[src/rtl/core/iss_pkg.sv]
// Shared types and constants for the indexed sequential search block.
`default_nettype none
package iss_pkg;

  localparam int unsigned KEY_W  = 32;
  localparam int unsigned POS_W  = 16;
  localparam int unsigned SLOT_W = 4;
  localparam int unsigned OP_W   = 2;
  localparam int unsigned ECNT_W = 17;
  localparam int unsigned ICNT_W = 5;
  localparam int unsigned PADDR_W = 3;
  localparam int unsigned PDATA_W = 32;

  localparam logic [OP_W-1:0] OP_WRITE_DATA  = 2'd0;
  localparam logic [OP_W-1:0] OP_WRITE_INDEX = 2'd1;
  localparam logic [OP_W-1:0] OP_QUERY       = 2'd2;

  localparam logic REG_ENTRY_COUNT = 1'b0;
  localparam logic REG_INDEX_COUNT = 1'b1;

  typedef struct packed {
    logic accept;
    logic idx_step;
    logic dat_from_cur;
    logic dat_from_prev;
    logic dat_step;
    logic res_miss;
    logic res_first;
    logic res_hit;
    logic out_load;
  } cmd_t;

  typedef struct packed {
    logic ni_zero;
    logic idx_gt;
    logic i_zero;
    logic i_last;
    logic j_end;
    logic dat_gt;
    logic dat_eq;
    logic out_free;
  } sts_t;

endpackage
`default_nettype wire

[src/rtl/core/iss_ctrl.sv]
// Controller state machine: index walk, data scan, result hand-off.
`default_nettype none
module iss_ctrl (
  input  wire logic                    clk,
  input  wire logic                    rst_n,
  input  wire logic                    in_valid,
  input  wire logic [iss_pkg::OP_W-1:0] in_opcode,
  output logic                         in_ready,
  input  wire iss_pkg::sts_t           sts,
  output iss_pkg::cmd_t                cmd
);
  import iss_pkg::*;

  typedef enum logic [3:0] {
    S_IDLE = 4'b0001,
    S_IDX  = 4'b0010,
    S_DAT  = 4'b0100,
    S_DONE = 4'b1000
  } state_t;

  state_t state_r, state_nxt;

  always_comb begin
    cmd       = '0;
    state_nxt = state_r;
    in_ready  = 1'b0;
    unique case (state_r)
      S_IDLE: begin
        in_ready   = 1'b1;
        cmd.accept = in_valid;
        if (in_valid && in_opcode == OP_QUERY) begin
          if (sts.ni_zero) begin
            cmd.res_miss = 1'b1;
            state_nxt    = S_DONE;
          end else begin
            state_nxt = S_IDX;
          end
        end
      end
      S_IDX: begin
        if (sts.idx_gt) begin
          if (sts.i_last) begin
            cmd.dat_from_cur = 1'b1;
            state_nxt        = S_DAT;
          end else begin
            cmd.idx_step = 1'b1;
          end
        end else if (sts.i_zero) begin
          cmd.res_first = 1'b1;
          state_nxt     = S_DONE;
        end else begin
          cmd.dat_from_prev = 1'b1;
          state_nxt         = S_DAT;
        end
      end
      S_DAT: begin
        if (sts.j_end) begin
          cmd.res_miss = 1'b1;
          state_nxt    = S_DONE;
        end else if (sts.dat_gt) begin
          cmd.dat_step = 1'b1;
        end else if (sts.dat_eq) begin
          cmd.res_hit = 1'b1;
          state_nxt   = S_DONE;
        end else begin
          cmd.res_miss = 1'b1;
          state_nxt    = S_DONE;
        end
      end
      S_DONE: begin
        if (sts.out_free) begin
          cmd.out_load = 1'b1;
          state_nxt    = S_IDLE;
        end
      end
      default: state_nxt = S_IDLE;
    endcase
  end

  always_ff @(posedge clk) begin
    if (!rst_n) begin
      state_r <= S_IDLE;
    end else begin
      state_r <= state_nxt;
    end
  end

endmodule
`default_nettype wire

[config.mk]
export PLATFORM = sky130hd
export DESIGN_NAME = iss_ctrl
export DESIGN_NICKNAME = d
export VERILOG_FILES = /design/src/rtl/core/iss_pkg.sv /design/src/rtl/core/iss_ctrl.sv
export SDC_FILE = /design/constraint.sdc
export NUM_CORES = 1
export LEC_CHECK = 0
export BUFFER_PORTS_ARGS = -buffer_cell sky130_fd_sc_hd__buf_2
export CAP_MARGIN = 20
export CORE_AREA = 5 5 42 44
export CTS_BUF_LIST = sky130_fd_sc_hd__clkbuf_8
export DETAILED_ROUTE_END_ITERATION = 12
export DIE_AREA = 0 0 47 49
export PLACE_DENSITY_LB_ADDON = 0.15
export RECOVER_POWER = 100
export SLEW_MARGIN = 20
export SYNTH_ARGS = -nofsm -noshare
export SYNTH_HDL_FRONTEND = slang
export SYNTH_SLANG_ARGS = --single-unit
[constraint.sdc]
create_clock -name clk -period 1.4 [get_ports clk]
set_input_delay 0.07 -clock clk [delete_from_list [all_inputs] [get_ports clk]]
set_output_delay 0.07 -clock clk [all_outputs]
set_load 0.02 [all_outputs]
[Word-level counts from Yosys, hierarchy flattened]
Index checks and enable logic that the tools add are counted.
Storage, ports and cells
  bits in registers: 4
  word-level logic and storage cells: 47
Operators by class
  mux-type cells: 35
  equality and inequality tests: 9
  reduce and logical (&&, ||, !) cells: 2
Operators by type and width (number)
  $mux W4: 8
  $mux W1: 23
  $pmux W4 S4: 1
  $ne A3 B3 Y1 const B: 2
  $eq A4 B1 Y1 const B: 1
  $eq A4 B2 Y1 const B: 1
  $eq A4 B3 Y1 const B: 1
  $eq A4 B4 Y1 const B: 1
  $ne A2 B2 Y1 const B: 2
  $reduce_and A4 Y1: 1
  $mux W3: 1
  $eq A2 B2 Y1 const B: 1
  $mux W2: 1
  $pmux W1 S2: 1
  $logic_and A1 B1 Y1: 1

[Depth between registers and ports, before layout]
  depth after elaboration: 4
  mapped depth: 4
  mapped depth without buffers: 4

[Worst setup path before layout]
Ideal clock, no wire load.
  path type: reg2out
  from: reg state_r[2]
  to: out cmd[3] (netlist name)
  arrival: 1.651 ns
  path slack: -0.321 ns
  cell stages (with the launch flop): 4
  path buffers: 0
  cell sequence: dfxtp_1 nor4b_2 nand2_1 o21ai_0
RTL lines
  from (decl): line iss_ctrl.sv:21  | state_t state_r, state_nxt;
  from (signal assigned): line iss_ctrl.sv:84  | state_r <= state_nxt;
  to (decl): line iss_ctrl.sv:10  | output iss_pkg::cmd_t cmd

==> summary.md <==
| Metric | Value |
|---|---|
| Max Slew Vio Count | `0` |
| Post-DP HPWL | `866 um` |
| Worst hold path type | `in2reg` |
| Worst skew pair latency | `around 0.22 ns` |
| CP cell instances | `or4b_4 > nor3b_4 > buf_4 > buf_6` |
| Fin. Hold Viols | `0` |
| DR top layer | `met4` |
| Sequential share of power | `between 15 and 20%` |
| Clock Skews | `0.00222 ns` |
| DR WL met3 | `46 um` |
| Internal power | `0.000508 W` |
| Sink Count | `4` |
| Finished Cell Area | `763 um2` |
| Failing checks | `setup timing` |
| DR iter-0 viols | `12` |
| Worst path bufs/invs | `2` |
| Power per cell area | `around 960 mW/mm2` |
| Gpl congestion | `approximately 0.8` |
| Synth Instances | `39` |
| Drt pass-1 iters | `4` |
| Flop-to-flop setup slack | `-0.19 ns` |
| Clk buf depth | `2` |
| Reg-to-Reg End | `state_r[3]` |
| Type of the worst setup path | `reg2out` |
| Yosys warns | `0` |
| First-pass GRT wire length | `~1900 um` |
| Outcome | `finished, violations left` |
| Total Routing Usage GR | `11.1%` |
| Hold_sp | `rst_n` |
| Maximum capacitance violations | `0` |
| #FFs+latches synth | `4` |
| Largest cells by area after synthesis | `dfxtp_1, nor4b_1, nor3b_4, nand4bb_2, a221oi_2` |
| Max Clk Rate | `a little over 0.6 GHz` |
| Most frequent cells in the layout | `buf_4, buf_2, buf_6, nand2_1` |
| Net count after synthesis | `52` |
| WHS Endpoint | `state_r[0]` |
| Area share of the largest cell type after synthesis | `23.7%` |
| Initial antenna violation count | `0` |
| DIE AREA | `0.00230 mm2` |
| Core area | `0.00140 mm2` |
| Worst-Margin Slew | `0.284 ns` |
| Worst Setup End Kind | `output pin` |
| Gate power share | `between 40% and 50%` |
| Fillers | `~130` |
| Commonest non-fill, non-tap cell in the layout | `buf_4` |
| Cell taking the most area after synthesis | `dfxtp_1` |
| Family with the most delay on the worst path | `simple AND/OR/NAND/NOR gates` |
| Global route overflow | `0` |
| Critical path launch point type | `register` |
| Flip-flop count of the largest register after layout | `4` |
| Max FO, Critical Path | `4` |
| Fin crit period | `about 1.6 ns` |
| Biggest regs | `state_r: 4 flops` |
| Clock share of power | `32.9%` |
| Die Y | `49 um` |
| Synthesized area | `between 300 and 400 um2` |
| FF-to-FF path depth | `5` |
| Worst-path clk slew | `0.03 ns` |
| Crit-path max cell delay | `0.56 ns` |
| Area of the multi-input gates | `329 um2` |
| Count of final setup violators | `12` |
| Initial Util | `24.1%` |
| Library cells used by synthesis | `23` |
| Post-route DRC | `0` |
| Wire length on met1 | `504 um` |
| Layout cells sized above 1 | `73.8%` |
| Largest net degree at the start of global routing | `7` |
| P_sw | `0.000224 W` |
| Die X | `between 40 and 50 um` |
| # diodes | `0` |
| Top register by number of flip-flops | `state_r` |
| CTS buffer count | `3` |
| Register Area | `90.1 um2` |
| Final period util | `116%` |
| Syn_area_per_cell | `8.66 um2` |
| Crit path arrival time | `1.56 ns` |
| Switching Fraction | `30.6%` |
| Row cnt | `14` |
| Area after DPL | `582 um2` |
| RSZ-0062 raised after global routing | `yes` |
| Leak pwr | `roughly 0.35 nW` |
| Via-per-instance ratio | `approximately 4.6` |
| I/O Pins | `23` |
| Final core area utilization | `54.5%` |
| WL final | `1140 um` |
| Drt wl/cell | `11.8 um` |
| Clock root cell | `clkbuf_8` |
| Area grow syn2layout | `126%` |
| Nets | `95` |
| Vias in the first global route | `between 400 and 500` |
| CP max-delay cell | `or4b_4` |
| Worst setup margin | `-0.225 ns` |
| Met2 Wirelength | `~560 um` |
| DRT antenna net count | `0` |
| Hold path depth | `2` |
| Seq/Total Area, Yosys | `23.7%` |
| Relative max-transition margin | `roughly 81%` |
| Max VDD drop | `0.000328 V` |
| Via Count | `about 440` |
| R2r startpoint | `state_r[3]` |
| Clock H-tree levels | `1` |
| CTS tree | `yes` |
| Port bufs | `22` |
| CP required | `1.33 ns` |
## worst max path at each step
stage,from,end,slack (ns),cells past startpoint
floorplan,state_r[0],state_r[0],-0.26,4
global placement,state_r[0],state_r[3],-0.11,5
CTS,state_r[3],cmd[7],-0.23,4
global route,state_r[3],cmd[7],-0.27,4
detailed placement,state_r[0],state_r[1],-0.15,6
finish,state_r[3],cmd[7],-0.23,4
## worst register-to-register path, stage by stage (launching register included)
cell and delay, ns:
dfxtp_2 0.33, or4b_4 0.56, buf_4 0.17, nor2_4 0.12
a21oi_1 0.06, a221oi_2 0.25
## synth_stat cells, drive strengths merged
cell     count
nand2        4
inv          1
nor4b        4
nor3         1
o211ai       1
a21oi        1
nor3b        1
nor2         3
nand3        1
nand2b       2
dfxtp        4
o21ai        4
and2         2
or4b         1
or3          1
a221oi       1
nand4bb      1
and2b        1
nand3b       2
and3b        1
and3         2
## cells by family after synthesis
kind of cell    count (synthesis)  share of synthesized area (%)
buf+inv                         1                           1.11
flops                           4                           23.7
simple gates                   27                           59.6
compound gates                  7                           15.6
## power groups by stage
stage	Sequential, W	Combinational [W]	Clock (W)
after floorplan	0.000150	0.000154	0
after global routing	0.000147	0.000378	0.000257
after global placement	0.000147	0.000295	0
after CTS	0.000147	0.000337	0.000248
after detailed placement	0.000147	0.000294	0
final	0.000145	0.000346	0.000241
## area by class of cell
class	instances	area share, %
multi-input combinational	34	43.1
tap	16	2.62
clock buffer	3	5.41
timing repair buffer	38	36.6
sequential	4	11.8
inverter	1	0.492
## metrics by stage
| stage | total power [W] | std cells | hold WS [ns] | setup TNS [ns] | setup WS, ns |
|---|---|---|---|---|---|
| 2_1_floorplan | 0.000305 | 39 | 0.147 | -1.14 | -0.256 |
| 3_3_place_gp | 0.000442 | 89 | 0.308 | -0.421 | -0.111 |
| 3_5_place_dp | 0.000441 | 89 | 0.313 | -0.608 | -0.146 |
| 4_1_cts | 0.000732 | 94 | 0.0872 | -1.54 | -0.230 |
| 5_1_grt | 0.000783 | 96 | 0.104 | -2.31 | -0.274 |
| 6_report | 0.000732 | 96 | 0.0944 | -1.42 | -0.225 |
## routing by layer
| layer | track usage (%) | vias up |
|---|---|---|
| met5 | 0 | - |
| met4 | 4.15 | 0 |
| met3 | 4.43 | 4 |
| met2 | 16.5 | 12 |
| met1 | 14.0 | 194 |
| li1 | - | 232 |
## repair_timing
action	in CTS	in global routing
hold buffers	0	0
endpoints found under the setup margin	14	13
pin swaps	4	3
setup buffers	2	2
gates resized for setup	19	12
Power figures use the tool's default switching activity.
